File: src/rtl/ntab_pkg.sv
`timescale 1ns / 1ps
package ntab_pkg;

  localparam int TABLE_ENTRIES = 64;
  localparam int IDX_W = (TABLE_ENTRIES > 1) ? $clog2(TABLE_ENTRIES) : 1;
  localparam int CNT_W = $clog2(TABLE_ENTRIES + 1);

  localparam logic ACT_INSERT = 1'b0;
  localparam logic ACT_LOOKUP = 1'b1;

  localparam logic [1:0] KIND_EXACT     = 2'd0;
  localparam logic [1:0] KIND_IP_ONLY   = 2'd1;
  localparam logic [1:0] KIND_PORT_ONLY = 2'd2;
  localparam logic [1:0] KIND_BOTH_WILD = 2'd3;

  localparam logic [1:0] STAT_OK      = 2'd0;
  localparam logic [1:0] STAT_DUP     = 2'd1;
  localparam logic [1:0] STAT_INVALID = 2'd2;
  localparam logic [1:0] STAT_FULL    = 2'd3;

  localparam logic [1:0] LVL_NONE = 2'd0;
  localparam logic [1:0] LVL_PORT = 2'd1;
  localparam logic [1:0] LVL_IP   = 2'd2;
  localparam logic [1:0] LVL_EXACT = 2'd3;

  typedef struct packed {
    logic [1:0]  kind;
    logic [31:0] key_ip;
    logic [15:0] key_port;
    logic [31:0] out_ip;
    logic [15:0] out_port;
  } entry_t;

  localparam int ENTRY_W = $bits(entry_t);

  typedef struct packed {
    logic rule_hit;
    logic exact_hit;
    logic ip_hit;
    logic port_hit;
  } match_t;

endpackage

File: src/rtl/ntab_match.sv
`timescale 1ns / 1ps
module ntab_match (
  input  ntab_pkg::entry_t entry,
  input  logic [1:0]       probe_kind,
  input  logic [31:0]      probe_ip,
  input  logic [15:0]      probe_port,
  output ntab_pkg::match_t hit
);
  import ntab_pkg::*;

  logic ip_eq;
  logic port_eq;

  assign ip_eq   = (entry.key_ip == probe_ip);
  assign port_eq = (entry.key_port == probe_port);

  assign hit.rule_hit  = (entry.kind == probe_kind) && ip_eq && port_eq;
  assign hit.exact_hit = (entry.kind == KIND_EXACT) && ip_eq && port_eq;
  assign hit.ip_hit    = (entry.kind == KIND_IP_ONLY) && ip_eq && (entry.key_port == 16'd0);
  assign hit.port_hit  = (entry.kind == KIND_PORT_ONLY) && port_eq && (entry.key_ip == 32'd0);

endmodule

File: config.mk
export PLATFORM = sky130hd
export DESIGN_NAME = ntab_match
export DESIGN_NICKNAME = d
export VERILOG_FILES = /design/src/rtl/ntab_pkg.sv /design/src/rtl/ntab_match.sv
export SDC_FILE = /design/constraint.sdc
export NUM_CORES = 1
export LEC_CHECK = 0
export BUFFER_PORTS_ARGS = -buffer_cell sky130_fd_sc_hd__buf_2
export CORE_AREA = 2 2 59 61
export DETAILED_ROUTE_END_ITERATION = 7
export DIE_AREA = 0 0 61 63
export PLACE_DENSITY = 0.77
export SYNTH_ARGS = -nofsm -noshare
export SYNTH_HDL_FRONTEND = slang
export SYNTH_SLANG_ARGS = --single-unit
File: constraint.sdc
create_clock -name vclk -period 2.9
set_input_delay 0.58 -clock vclk [all_inputs]
set_output_delay 0.58 -clock vclk [all_outputs]
set_load 0.02 [all_outputs]
# [Word level (Yosys, flattened, before mapping)]
# Index checks and enable logic that the tools add are counted.
[op_classes] addsub=0 multipliers=0 div=0 magnitude_cmp=0 eq_ne=5 shift=0 muxes=0 n_bitwise=0 reduce_logical=11
[op_table] cell="== test 32 bit" count=1
[op_table] cell="zero test 32 bit" count=1
[op_table] cell="== test 16 bit" count=1
[op_table] cell="zero test 16 bit" count=1
[op_table] cell="logical AND 1 bit" count=8
[op_table] cell="== test 2 x 1 -> 1 bit (second input constant)" count=1
[op_table] cell="== test 2 bit" count=1
[op_table] cell="== test 2 bit (second input constant)" count=1
[op_table] cell="zero test 2 bit" count=1
[totals] ff_bits=0 latchBits=0 mem_bits_rw=0 romBits=0 out_inout_bits=4 mem_count=0

# [Logic depth before layout (Yosys ltp)]
# Gate-level depths: netlist of run 1.
[logic_depth] word_depth=3 depth_mapped=4 mapped_depth_nobuf=4

# [Worst setup path after synthesis of run 1]
# Ideal clock, no wire load.
[synth_path] path_type="input port to output port" start="input probe_ip[27]" end="output hit[2] in the netlist's numbering" arrival_ns=1.942 required_ns=2.320 slack_ns=0.378 stages=4 path_buffers=0 path_cell_list="xor2_1 > nor4_1 > nand4_1 > nor4b_1"
[synth_rtl] item="from (decl)" line="ntab_match.sv:5" text="input logic [31:0] probe_ip,"
[synth_rtl] item="to (decl)" line="ntab_match.sv:7" text="output ntab_pkg::match_t hit"

==> impl_metrics.toml, run 1 <==
[finish]
multi_input_area_sq_um = 694
seqCellArea_sq_um = 0
diodes = 0
clkbuf_count = 0
fin_cells = 238
layout-drive-gt1-share = 0.557
fill_cells = 359
layout.nets = 342
fin_area_sq_um = 1270
area_growth_syn_to_layout_pct = 83.2
nFlopsAndLatches = 0

[floorplanning]
rows = 21
die_height_um = 63
die-area_sq_um = 3840
pin_count = 152
initial_core_util = 0.215
die_x_um = 61
core-area_sq_um = 3230

[sta]
fin_crit_ns = 2.59
finalSetupViolCount = 0
fmax_ghz = 0.387
period_share = 0.892
setup_tns_ns = 0
rsz0062_at_grt = "no"
drv_slew = 0
tightest_slew_ns = 0.434
hold_viol_final = 0
relSlewSlack = 0.708

[grt]
grt_overflow = 0
antenna_found_initial = 0
grt.total_usage = 0.143
grt_max_degree = 5
grt_pass1_wl_um = 4210
grt_pass1_vias = 966

[yosys]
yosysUniqueCellTypes = 14
synth_area_sq_um = 694
syn-num-nets = 236
syn_avg_cell_area_sq_um = 7.89
ys_seq_area_frac = 0
synth-warning-count = 0
syn_inst = 88

[hold_path]
min_path_type = "in2out"
min_to = "hit[1]"
worstHoldPathCells = 3
hold_path.startpoint = "entry[97]"

[clocking]
holdBufCountCts = 0
postCtsSetupBuffers = 0
cts_resized = 0

[pwr]
powerDensity_nw_per_um2 = 120
p_leak_nw = 0.653
ir_drop_uv = 57.8

[run_status]
run_status = "finished, final reports clean"

[routing]
finalWirelength_um = 3010
drt_first_pass_iters = 3
num_vias = 1039
vias_per_cell = 4.37
drc = 0
drt.antenna.violating_nets = 0
drt_iter0_drc = 13
routedWlPerCell_um = 12.6

[worst_setup_path]
crit_cells = 6
crit_path_end_kind = "output pin"
cp_num_buf_inv = 2
cp_top_family = "simple AND/OR/NAND/NOR gates"
cp.arrival_ns = 2.01
slowest_delay_ns = 0.43
crit_chain = "buf_2 -> xor2_1 -> nor4_1 -> nand4_1 -> nor4_1 -> buf_2"
cp-start-kind = "input port"
worst-path-max-fanout = 3
crit_required_ns = 2.32
critPathSlowestCell = "nor4_1"
worst-setup-path-type = "in2out"

[placement]
place_inst = 238
post_dp_cell_area_sq_um = 1270
io_buffers = 104
dpl.hpwl_um = 2870
globalplace.congestion = 0.780

[run]
maxCapViolations = 0
cell usage in the layout (no fill, tap or decap), drive strengths merged:
cell type,n
buf,104
or4,2
xnor2,2
nor3,3
and4,1
nor4b,3
nand2,1
nor4,21
or3,1
nand4,5
xor2,48
nor2,1
worst max-delay path by stage:
stage                       startpoint      to  slack (ns)
after global placement       entry[81]  hit[2]        0.27
after global routing      probe_ip[17]  hit[3]        0.20
after detailed placement     entry[81]  hit[1]        0.32
after CTS                    entry[81]  hit[1]        0.32
after floorplan           probe_ip[27]  hit[2]        0.38
final                     probe_ip[17]  hit[1]        0.31
cell usage after synthesis:
master	n	area, sq um
xor2_1	48	420
nor4_1	20	125
nand4_1	5	31.3
nor4b_1	3	26.3
nor3_1	2	10.0
xnor2_1	2	17.5
and4_1	1	8.76
nand2_1	1	3.75
nor2_1	1	3.75
nor3_2	1	10.0
nor4_2	1	12.5
or3_1	1	6.26
or4_1	1	7.51
or4_4	1	11.3
power breakdown:
part / switching (W) / leakage (nW) / internal, W / total (W)
Clock: 0 / 0 / 0 / 0
Combinational: 0.0000688 / 0.653 / 0.0000836 / 0.000152
Sequential: 0 / 0 / 0 / 0
Total: 0.0000688 / 0.653 / 0.0000836 / 0.000152
cells by family after synthesis:
kind of cell	after synthesis	synth area share
XOR/XNOR	50	0.631
AND/OR/NAND/NOR	38	0.369
through the flow:
stage                     setup slack [ns]  total power (W)   util  hold WS (ns)
after floorplan                      0.378        0.0000545      -          1.21
after global placement               0.271         0.000151  0.394          1.49
after detailed placement             0.323         0.000154  0.394          1.48
after CTS                            0.317         0.000155  0.394          1.49
after global routing                 0.196         0.000169  0.394          1.50
final                                0.313         0.000152  0.394          1.49
layout make-up:
cell class,count,area share
Timing Repair Buffer,104,0.409
Multi-Input combinational cell,88,0.546
Tap cell,46,0.0452
layer usage:
metal | vias up | track usage | share of wire
met4 | 0 | 0 | 0
met5 | - | 0 | 0
met2 | 56 | 0.243 | 0.46
li1 | 541 | - | -
met1 | 442 | 0.200 | 0.45
met3 | 0 | 0.0207 | 0.092
Note: power is estimated with default switching activity, not from simulation.
==> inputs of run 2 (changes only) <==
--- a/config.mk
+++ b/config.mk
@@ -9,7 +9,7 @@
 export CORE_AREA = 2 2 59 61
 export DETAILED_ROUTE_END_ITERATION = 7
 export DIE_AREA = 0 0 61 63
-export PLACE_DENSITY = 0.77
+export PLACE_DENSITY_LB_ADDON = 0.25
 export SYNTH_ARGS = -nofsm -noshare
 export SYNTH_HDL_FRONTEND = slang
 export SYNTH_SLANG_ARGS = --single-unit
==> impl_metrics.toml, run 2 (synthesis results as in run 1) <==
[worst_setup_path]
crit_path_end_kind = "output pin"
worst-setup-path-type = "in2out"
crit_start = "entry[51]"
slowest_delay_ns = 0.51
worst-path-max-fanout = 2
cp.arrival_ns = 1.96
critPathSlowestCell = "or4_1"
crit_path_frequent_cell = "buf_2"
cp-start-kind = "input port"
crit_chain = "buf_2 -> or4_1 -> nor3_1 -> nand4_1 -> nor4_1 -> buf_2"
crit_required_ns = 2.32
crit_path_end = "hit[1]"

[floorplanning]
core-area_sq_um = 3230
pin_count = 152
die-area_sq_um = 3840
die_height_um = 63
rows = 21
die_x_um = 61
initial_core_util = 0.215

[routing]
drc = 0
routedWlPerCell_um = 11.4
finalWirelength_um = 2710
drt_iter0_drc = 5
vias_per_cell = 4.47
drt.antenna.violating_nets = 0
num_vias = 1064
drt_first_pass_iters = 2

[pwr]
p_int_w = 0.0000835
clock_power_share = 0
p_switching_w = 0.0000656
p_leak_nw = 0.653
comb_power_share = 1.000
ir_drop_uv = 34.0
seq_power_share = 0
p_sw_frac = 0.440
powerDensity_nw_per_um2 = 117

[run]
maxCapViolations = 0

[placement]
io_buffers = 104
place_inst = 238
globalplace.congestion = 0.714
dpl.hpwl_um = 2610

[finish]
clkbuf_count = 0
layout-drive-gt1-share = 0.557
diodes = 0
layout.nets = 342
area_growth_syn_to_layout_pct = 83.2
fin_cells = 238
fill_cells = 399
layout_commonest_cell = "buf_2"
seqCellArea_sq_um = 0
nFlopsAndLatches = 0
layout_common_cells = "buf_2 (104), xor2_1 (48), nor4_1 (20)"

[sta]
finalSetupViolCount = 0
setup_tns_ns = 0
hold_viol_final = 0
period_share = 0.877
rsz0062_at_grt = "no"
fin_crit_ns = 2.54
fmax_ghz = 0.393
tightest_slew_ns = 0.306
relSlewSlack = 0.794
drv_slew = 0

[grt]
grt_overflow = 0
grt.total_usage = 0.126
antenna_found_initial = 0
grt_pass1_vias = 984
grt_max_degree = 5
grt_pass1_wl_um = 3800

[hold_path]
min_path_type = "in2out"
worstHoldPathCells = 3
hold_path.startpoint = "entry[96]"

[clocking]
postCtsSetupBuffers = 0
holdBufCountCts = 0
cts_resized = 0

[run_status]
run_status = "finished, final reports clean"
run 2: power by group through the flow:
stage	logic [W]	clock network (W)	registers, W
2_1_floorplan	0.0000545	0	0
3_3_place_gp	0.000151	0	0
3_5_place_dp	0.000152	0	0
4_1_cts	0.000152	0	0
5_1_grt	0.000167	0	0
6_report	0.000149	0	0
run 2: critical path, delay by kind of cell:
kind | cells | cell delay, ns
AND/OR/NAND/NOR | 4 | 1.05
buffers and inverters | 2 | 0.33
run 2: layout make-up:
cell class | instances | area, sq um | area share
Tap cell | 46 | 57.6 | 0.0452
Multi-Input combinational cell | 88 | 694 | 0.546
Timing Repair Buffer | 104 | 520 | 0.409
run 2: per-layer routing:
metal	vias to the layer above	track usage	share of wire
li1	543	-	-
met1	440	0.131	0.35
met2	81	0.261	0.49
met3	0	0.0248	0.16
met4	0	0	0
met5	-	0	0
run 2: worst min-delay path by stage:
stage / to / slack [ns]
6_report: hit[0] / 1.49
5_1_grt: hit[0] / 1.52
4_1_cts: hit[0] / 1.51
3_5_place_dp: hit[0] / 1.51
3_3_place_gp: hit[0] / 1.51
2_1_floorplan: hit[0] / 1.21
run 2: metrics by stage:
stage          instance area [sq um]  total power (W)  hold slack [ns]  worst slack [ns]   util
2_1_floorplan                    694        0.0000545             1.21             0.378      -
3_3_place_gp                    1270         0.000151             1.51             0.328  0.394
3_5_place_dp                    1270         0.000152             1.51             0.289  0.394
4_1_cts                         1270         0.000152             1.51             0.282  0.394
5_1_grt                         1270         0.000167             1.52             0.219  0.394
6_report                        1270         0.000149             1.49             0.357  0.394
