--- config.mk ---
export PLATFORM = sky130hd
export DESIGN_NAME = ntab_ram
export DESIGN_NICKNAME = d
export VERILOG_FILES = /design/src/rtl/ntab_ram.sv
export SDC_FILE = /design/constraint.sdc
export NUM_CORES = 1
export LEC_CHECK = 0
export ABC_CLOCK_PERIOD_IN_PS = 2150
export BUFFER_PORTS_ARGS = -buffer_cell sky130_fd_sc_hd__buf_2
export CORE_ASPECT_RATIO = 0.6
export CORE_MARGIN = 10
export CORE_UTILIZATION = 60
export CTS_CLUSTER_DIAMETER = 100
export CTS_CLUSTER_SIZE = 30
export DETAILED_ROUTE_END_ITERATION = 8
export GPL_ROUTABILITY_DRIVEN = 0
export PLACE_DENSITY = 0.9
export SLEW_MARGIN = 20
export SYNTH_ARGS = -nofsm -noshare
export SYNTH_HDL_FRONTEND = slang
export SYNTH_SLANG_ARGS = --single-unit
--- constraint.sdc ---
create_clock -name clk -period 2.15 [get_ports clk]
set_input_delay 0.1075 -clock clk [delete_from_list [all_inputs] [get_ports clk]]
set_output_delay 0.1075 -clock clk [all_outputs]
set_load 0.03 [all_outputs]
--- src/rtl/ntab_ram.sv ---
`timescale 1ns / 1ps
module ntab_ram #(
  parameter int WIDTH = 8,
  parameter int DEPTH = 16,
  parameter int AW = (DEPTH > 1) ? $clog2(DEPTH) : 1
) (
  input  logic             clk,
  input  logic             we,
  input  logic [AW-1:0]    waddr,
  input  logic [WIDTH-1:0] wdata,
  input  logic             re,
  input  logic [AW-1:0]    raddr,
  output logic [WIDTH-1:0] rdata
);

  logic [WIDTH-1:0] mem [DEPTH];

  always_ff @(posedge clk) begin
    if (we) begin
      mem[waddr] <= wdata;
    end
    if (re) begin
      rdata <= mem[raddr];
    end
  end

endmodule

[After elaboration in Yosys (flattened, before gate mapping)]
Memories as Yosys holds them, arrays and structs flattened. A register that Yosys moved wholly into a read port is not among the register bits.
Cells that the tools add are included.
Operators by class
  add/sub/neg operators: 0
  $mul: 0
  div/mod/pow operators: 0
  $lt $le $gt $ge: 0
  equality and inequality tests: 0
  shift-type cells: 0
  multiplexer cells: 2
  bitwise operators: 0
  reductions and logical operators: 0
Operators by type and width (count)
  two-way mux 1 bit: 2
Word-level totals
  register bits: 0
  latch bits: 0
  RAM bits: 128
  bits in read-only memories: 0
  logic and storage cells: 3
  memories kept: 1
Memories
  mem: words 16, width 8, read ports 1, clocked after memory_dff 1, write ports 1, line 16  | logic [WIDTH-1:0] mem [DEPTH];

[Depth between registers and ports, before layout]
Gate-level depths: netlist of the first run.
  depth in word-level cells: 2
  depth in mapped cells: 5
  mapped depth without buffers: 3

[Worst setup path after synthesis of the first run]
Ideal clock, no wire load.
  path type: input port to flip-flop
  start point: input waddr[2]
  end point: memory mem[0][0] (enable)
  arrival: 1.217 ns
  required time: 1.767 ns
  slack: 0.550 ns
  stages on the path: 2
  buffers on the path: 0
  cell sequence: or3b_2 nor3_1
RTL lines
  start: declaration: line 9  | input logic [AW-1:0] waddr,
  end: declaration: line 16
No word-level cell before the write port.

==> results of run 1 <==
## placed cells by master, fill, tap and decap left out
master / n
edfxtp_1: 136
buf_2: 26
mux4_2: 18
clkbuf_16: 17
buf_4: 17
a22oi_1: 16
mux4_1: 14
nor2_1: 13
nand2_1: 9
clkinvlp_4: 5
clkinv_2: 5
nor3_1: 4
clkinv_1: 3
nand3b_1: 2
nand2b_1: 2
buf_12: 2
nor2b_1: 1
and2_1: 1
and2b_1: 1
nand3_1: 1
or3b_2: 1
bufinv_16: 1
clkinv_4: 1
## routing by layer
layer	share of wire (%)	vias up	global-route usage, %
met4	1.8	0	5.91
met2	46	121	23.4
met3	10	25	6.02
met1	42	1280	22.3
li1	-	1090	-
met5	0	-	0
## layout make-up
cell class	instances	area, sq um
Multi-Input combinational cell	83	1060
Sequential cell	136	4080
Tap cell	112	140
Clock buffer	17	425
Timing Repair Buffer	45	298
Fill cell	485	2370
Clock inverter	15	113
## registers in the layout, indices dropped and copies added (netlist names)
register and cells:
rdata 8, mem 128
## worst max path at each step
stage / startpoint / to / slack [ps] / depth (start not counted)
2_1_floorplan: waddr[2] / mem[0][0] / 550 / 2
3_3_place_gp: raddr[0] / rdata[0] / 500 / 5
3_5_place_dp: raddr[0] / rdata[0] / 470 / 5
4_1_cts: mem[1][0] / rdata[0] / 670 / 3
5_1_grt: mem[1][0] / rdata[0] / 610 / 3
6_report: mem[1][0] / rdata[0] / 690 / 3
## logic make-up (layout without fill, tap and decap cells)
logic type             after synthesis  in the layout  synth area share (%)
AOI/OAI and AO/OA                   16             16                  2.30
buffers and inverters               10             77                  1.65
DFF                                136            136                  78.1
muxes                               32             32                  14.8
and+or+nand+nor                     35             35                  3.14
## Yosys cell counts
| cell | n |
|---|---|
| edfxtp_1 | 136 |
| mux4_2 | 18 |
| a22oi_1 | 16 |
| mux4_1 | 14 |
| nor2_1 | 13 |
| nand2_1 | 9 |
| nor3_1 | 4 |
| buf_2 | 3 |
| buf_6 | 3 |
| clkdlybuf4s25_2 | 3 |
| nand2b_1 | 2 |
| nand3b_1 | 2 |
| and2_1 | 1 |
| and2b_1 | 1 |
| buf_4 | 1 |
| nand3_1 | 1 |
| nor2b_1 | 1 |
| or3b_2 | 1 |
## stage by stage
step                      setup WS [ps]  total power [mW]  hold slack [ps]  std cells  util, %
after floorplan                     550              3.23              206        229        -
after global placement              502              3.34              487        376     65.7
after detailed placement            468              3.35              489        376     65.7
after CTS                           671              5.94             55.8        408     72.0
after global routing                613              6.10             58.3        408     72.0
final                               695              5.91             61.1        408     72.0
## critical path, cell delays in order (launching register included)
cell and delay, ps:
edfxtp_1 360, mux4_1 540, a22oi_1 240, nand2_1 80
## power by group through the flow
stage / registers [mW] / clock network [mW] / logic, mW
2_1_floorplan: 3.08 / 0 / 0.151
3_3_place_gp: 3.06 / 0 / 0.280
3_5_place_dp: 3.06 / 0 / 0.293
4_1_cts: 3.01 / 2.64 / 0.295
5_1_grt: 3.01 / 2.78 / 0.315
6_report: 3.01 / 2.61 / 0.290
==> impl_results.md, run 1 <==
* Run status: finished clean
* YS warnings at 0
* Total clock sinks at ~140
* Cts bufs inserted at 17
* CP arrival at around 1600 ps
* Die Footprint at about 13000 sq um
* Core area at approximately 8500 sq um
* R2R depth at 3
* Vias per inst at slightly above 6
* Net Sw Power at approximately 1.2 mW
* R2r setup slk at 690 ps
* Hold-critical path depth at 1
* Initial antenna violation count at 0
* Max-cap violation count at 0
* Largest net degree at the start of global routing at 33
* Required time of the critical path at roughly 2300 ps
* Post-CTS Hold Buffers at 0
* Post-route ant nets at 0
* Clock skew at 9.51 ps
* Final setup vio count at 0
* Mapped Area at 5230 sq um
* Reg-to-reg critical path endpoint: rdata[0]
* RSZ-0062 raised after global routing: false
* LEAKAGE at ~2.1 nW
* Post-route minimum period at 1460 ps
* Critical Path Start Type: flop
* Overall Global Routing Usage at between 10% and 20%
* Post-detail-place hpwl at around 6500 um
* Setup TNS at 0 ps
* Cell area after placement at roughly 5600 sq um
* Clock Tree Root: clkbuf_16
* Gr ovfl total at 0
* Worst VDD drop at 0.688 mV
* Drt pass-1 iters at 4
* DR WL/cell at ~25 um
* Distinct cells, synth at 18
* Worst setup path class: reg -> reg
* Die Y at 92.3 um
* Hold Path End: rdata[3]
* Maximum clock frequency at just under 700 MHz
* Fin nets at about 300
* DIE WIDTH at 141 um
* Slew @ Worst Pin at about 720 ps
* Clk slew on worst S/H paths at ~60 ps
* Largest cells by area after synthesis: edfxtp_1 (78%), mux4_2 (7.8%), mux4_1 (7.0%), a22oi_1 (2.3%), nor2_1 (0.93%)
* First-pass GRT wire length at about 15000 um
* Antenna diodes at 0
* Initial Util at 61.6%
* Pwr/cell area at about 970 nW/um^2
* Routed wire length at about 10000 um
* Clock H-tree levels at 4
* Initial drt markers at between 200 and 300
* Yosys top cell by area: edfxtp_1
* Register area share after synthesis at between 70 and 80%
* Synth Register Bits at 136
* Clock power share at between 40% and 50%
* Clock Path Buffers at 2
* # Post-CTS Setup Buffers at 0
* Vias in the first global route at around 2700
* Worst Hold Class: in -> reg
* Clk Latency, worst-skew pair at around 420 ps
* Post-Synthesis Cells at 229
* Internal power at ~4.7 mW
* Combinational group share of total power at under 10%
* Syn Nets at around 250
* Drt drc at 0
* Finished Cell Area at 6120 sq um
* Hold Path Origin: re
* Area delta synth->final at 17.0%
* Sw Share at roughly a fifth
* # IOs at 27
* Fin. max-slew vios at 0
* Layout cells sized above 1 at 31.4%
* Tcrit/Tclk final at roughly two thirds
* Final hold vios at 0
* Flop pwr share at approximately 51%
* Post-synth top area share at about four fifths
* R2R Path Start: mem[1][0]
* Via count at 2516
* Post-CTS sizing at 0
* Max FO, Critical Path at 1
* PortBufs at 26
* FP Rows at 26
* Mean Syn Cell Area at around 23 sq um
* CTS tree: yes
* Critical Path End Type: flop
* Slew headroom at between 50% and 60%
Note: power is estimated with default switching activity, not from simulation.
==> run 2: changes to the inputs <==
--- a/config.mk
+++ b/config.mk
@@ -5,16 +5,16 @@
 export SDC_FILE = /design/constraint.sdc
 export NUM_CORES = 1
 export LEC_CHECK = 0
-export ABC_CLOCK_PERIOD_IN_PS = 2150
+export ABC_CLOCK_PERIOD_IN_PS = 1300
 export BUFFER_PORTS_ARGS = -buffer_cell sky130_fd_sc_hd__buf_2
 export CORE_ASPECT_RATIO = 0.6
 export CORE_MARGIN = 10
-export CORE_UTILIZATION = 60
+export CORE_UTILIZATION = 54
 export CTS_CLUSTER_DIAMETER = 100
 export CTS_CLUSTER_SIZE = 30
 export DETAILED_ROUTE_END_ITERATION = 8
 export GPL_ROUTABILITY_DRIVEN = 0
-export PLACE_DENSITY = 0.9
+export PLACE_DENSITY = 0.86
 export SLEW_MARGIN = 20
 export SYNTH_ARGS = -nofsm -noshare
 export SYNTH_HDL_FRONTEND = slang
==> constraint.sdc (replaced) <==
create_clock -name clk -period 1.3 [get_ports clk]
set_input_delay 0.065 -clock clk [delete_from_list [all_inputs] [get_ports clk]]
set_output_delay 0.065 -clock clk [all_outputs]
set_load 0.03 [all_outputs]
==> run 2 against run 1 <==
The run now ends with setup timing left. Combinational power grew 75%. Sequential cell count is the same. Register-to-register slack lost 780 ps. Worst hold slack lost 35 ps. Wire length shrank 3.5%. Power grew 62%. Sequential power grew 65%. Critical path depth is the same. Global-route usage shrank 1.2 points. Core utilization shrank 6.2 points. Non-clock buffer count grew 3. Via count shrank 4.1%. Critical endpoint is now rdata[1]. Highest routed layer unchanged.
==> impl_results.md, run 2 (synthesis gave the netlist of run 1 again) <==
* PortBufs at 26
* Commonest non-fill, non-tap cell in the layout: edfxtp_1
* Met3 Use GR at under 10%
* DIE WIDTH at roughly 150 um
* Area delta synth->final at 17.0%
* Biggest regs: mem x128, rdata x8
* Initial Util at 56.3%
* Grt peak-use layer: met2
* CTS tree: yes
* Cts bufs inserted at 17
* Hold Path Origin: re
* Clock Path Buffers at 2
* Fin. max-slew vios at 0
* Slew @ Worst Pin at 949 ps
* Clk slew on worst S/H paths at 50 ps
* Total clock sinks at between 100 and 150
* Buffers and inverters on the worst path at 0
* # Post-CTS Setup Buffers at 0
* Die Footprint at between 10000 and 15000 sq um
* Largest register FFs at about 130
* First-pass GRT wire length at between 15000 and 20000 um
* Vias per inst at about 5.7
* Slowest-stage cell, CP: mux4_2
* R2r setup slk at -80 ps
* Routing usage on met1 at approximately a fifth
* Crit path largest cell delay at 530 ps
* DR WL/cell at 22.7 um
* Maximum clock frequency at 723 MHz
* Post-Route Utilization at between 60 and 70%
* Hold-critical path depth at 1
* Clk Latency, worst-skew pair at 410 ps
* Drt pass-1 iters at 4
* Initial drt markers at 251
* Fin nets at between 300 and 400
* Final hold vios at 0
* # IOs at 27
* Clock H-tree levels at 4
* CP endpoint: rdata[1]
* Die Y at 96.2 um
* Run status: complete, but fails checks
* Critical Path End Type: flop
* M2 GR Usage at a little over a fifth
* Post-route minimum period at about 1400 ps
* Tcrit/Tclk final at 106%
* Worst VDD drop at ~0.96 mV
* Initial antenna violation count at 0
* Place WS at -268 ps
* LEAKAGE at ~2.0 nW
* Critical Path Start: mem[7][1]
* Via count at 2414
* Final worst slack at -83.7 ps
* FP Rows at 27
* Top reg by flops: mem
* Slew headroom at between 30% and 40%
* Overall Global Routing Usage at between 10% and 20%
* Layout cells sized above 1 at between 30% and 40%
* Critical path depth in cells at 3
* Worst setup path class: reg -> reg
* RSZ-0062 raised after global routing: true
* Drt drc at 0
* CP arrival at 1540 ps
* R2R Path Start: mem[7][1]
* Post-route ant nets at 0
* Pwr/cell area at roughly 1600 nW/um^2
* Failing checks: setup timing
* Most frequent cells in the layout: edfxtp_1 (136), mux4_2 (31), buf_2 (26)
* Required time of the critical path at about 1500 ps
* Filler Cells Inserted at about 600
* Core area at between 9000 and 10000 sq um
* Worst Hold Class: in -> reg
* Antenna diodes at 0
* Max FO, Critical Path at 1
* Reg-to-reg critical path endpoint: rdata[1]
* Vias in the first global route at around 2600
* Routed wire length at between 9000 and 10000 um
* Clock skew at between 8 and 9 ps
* Clock Tree Root: clkbuf_16
* R2R depth at 3
* Gr ovfl total at 0
* Final setup vio count at 8
* Post-detail-place hpwl at roughly 6500 um
* Critical path, cell by cell: mux4_2, a22oi_2, nand2_1
* Critical Path Start Type: flop
* Max-cap violation count at 0
* Largest net degree at the start of global routing at 24
* Crit path max-delay family: multiplexers
[run 2: changes by cell type in the layout (fill, tap and decap cells not counted), moves of 3 or more]
cell and change:
mux4_1 -13, mux4_2 +13, a22oi_1 -7, a22oi_2 +7, clkbuf_1 +6, clkinvlp_4 -5, buf_4 +3, clkinv_2 -3
[run 2: layout make-up]
class / count / area (sq um) / share of cell area [%]
Tap cell: 130 / 163 / 2.66
Clock inverter: 7 / 55.1 / 0.900
Clock buffer: 23 / 448 / 7.32
Timing Repair Buffer: 48 / 320 / 5.24
Multi-Input combinational cell: 83 / 1050 / 17.1
Sequential cell: 136 / 4080 / 66.7
[run 2: power by group]
group | total (mW) | leakage, nW | internal, mW | switching, mW
clock network | 4.11 | 0.245 | 2.57 | 1.54
registers | 4.97 | 1.24 | 4.95 | 0.0268
logic | 0.508 | 0.547 | 0.211 | 0.297
total | 9.59 | 2.03 | 7.72 | 1.87
[run 2: timing repair]
item | in CTS | in global routing
gates resized for setup | 12 | 1
pin swaps | 6 | 1
hold buffers | 0 | 0
endpoints found under the setup margin | 8 | 8
[run 2: how the worst min path moves through the flow]
stage,end,slack (ps)
6_report,rdata[0],30
5_1_grt,rdata[0],30
4_1_cts,rdata[0],10
3_5_place_dp,rdata[7],450
3_3_place_gp,mem[3][0],450
2_1_floorplan,mem[0][0],160
[run 2: metal layers]
| metal | up-vias | routed length (um) |
|---|---|---|
| li1 | 1084 | - |
| met1 | 1207 | 4270 |
| met2 | 113 | 4300 |
| met3 | 10 | 1030 |
| met4 | 0 | 89 |
| met5 | - | 0 |
[run 2: through the flow]
stage | instance area [sq um] | hold slack, ps | instances | setup TNS, ps | power, mW
5_1_grt | 6120 | 26.3 | 427 | -937 | 9.93
4_1_cts | 6110 | 10.1 | 427 | -500 | 9.67
6_report | 6120 | 25.8 | 427 | -448 | 9.59
3_3_place_gp | 5600 | 446 | 397 | -1850 | 5.53
3_5_place_dp | 5600 | 448 | 397 | -2860 | 5.55
2_1_floorplan | 5220 | 164 | 229 | -946 | 5.35
[run 2: worst register-to-register path, cell delays in order, from the launching register on]
cell and delay [ps]:
edfxtp_1 410, mux4_2 530, a22oi_2 130, nand2_1 60
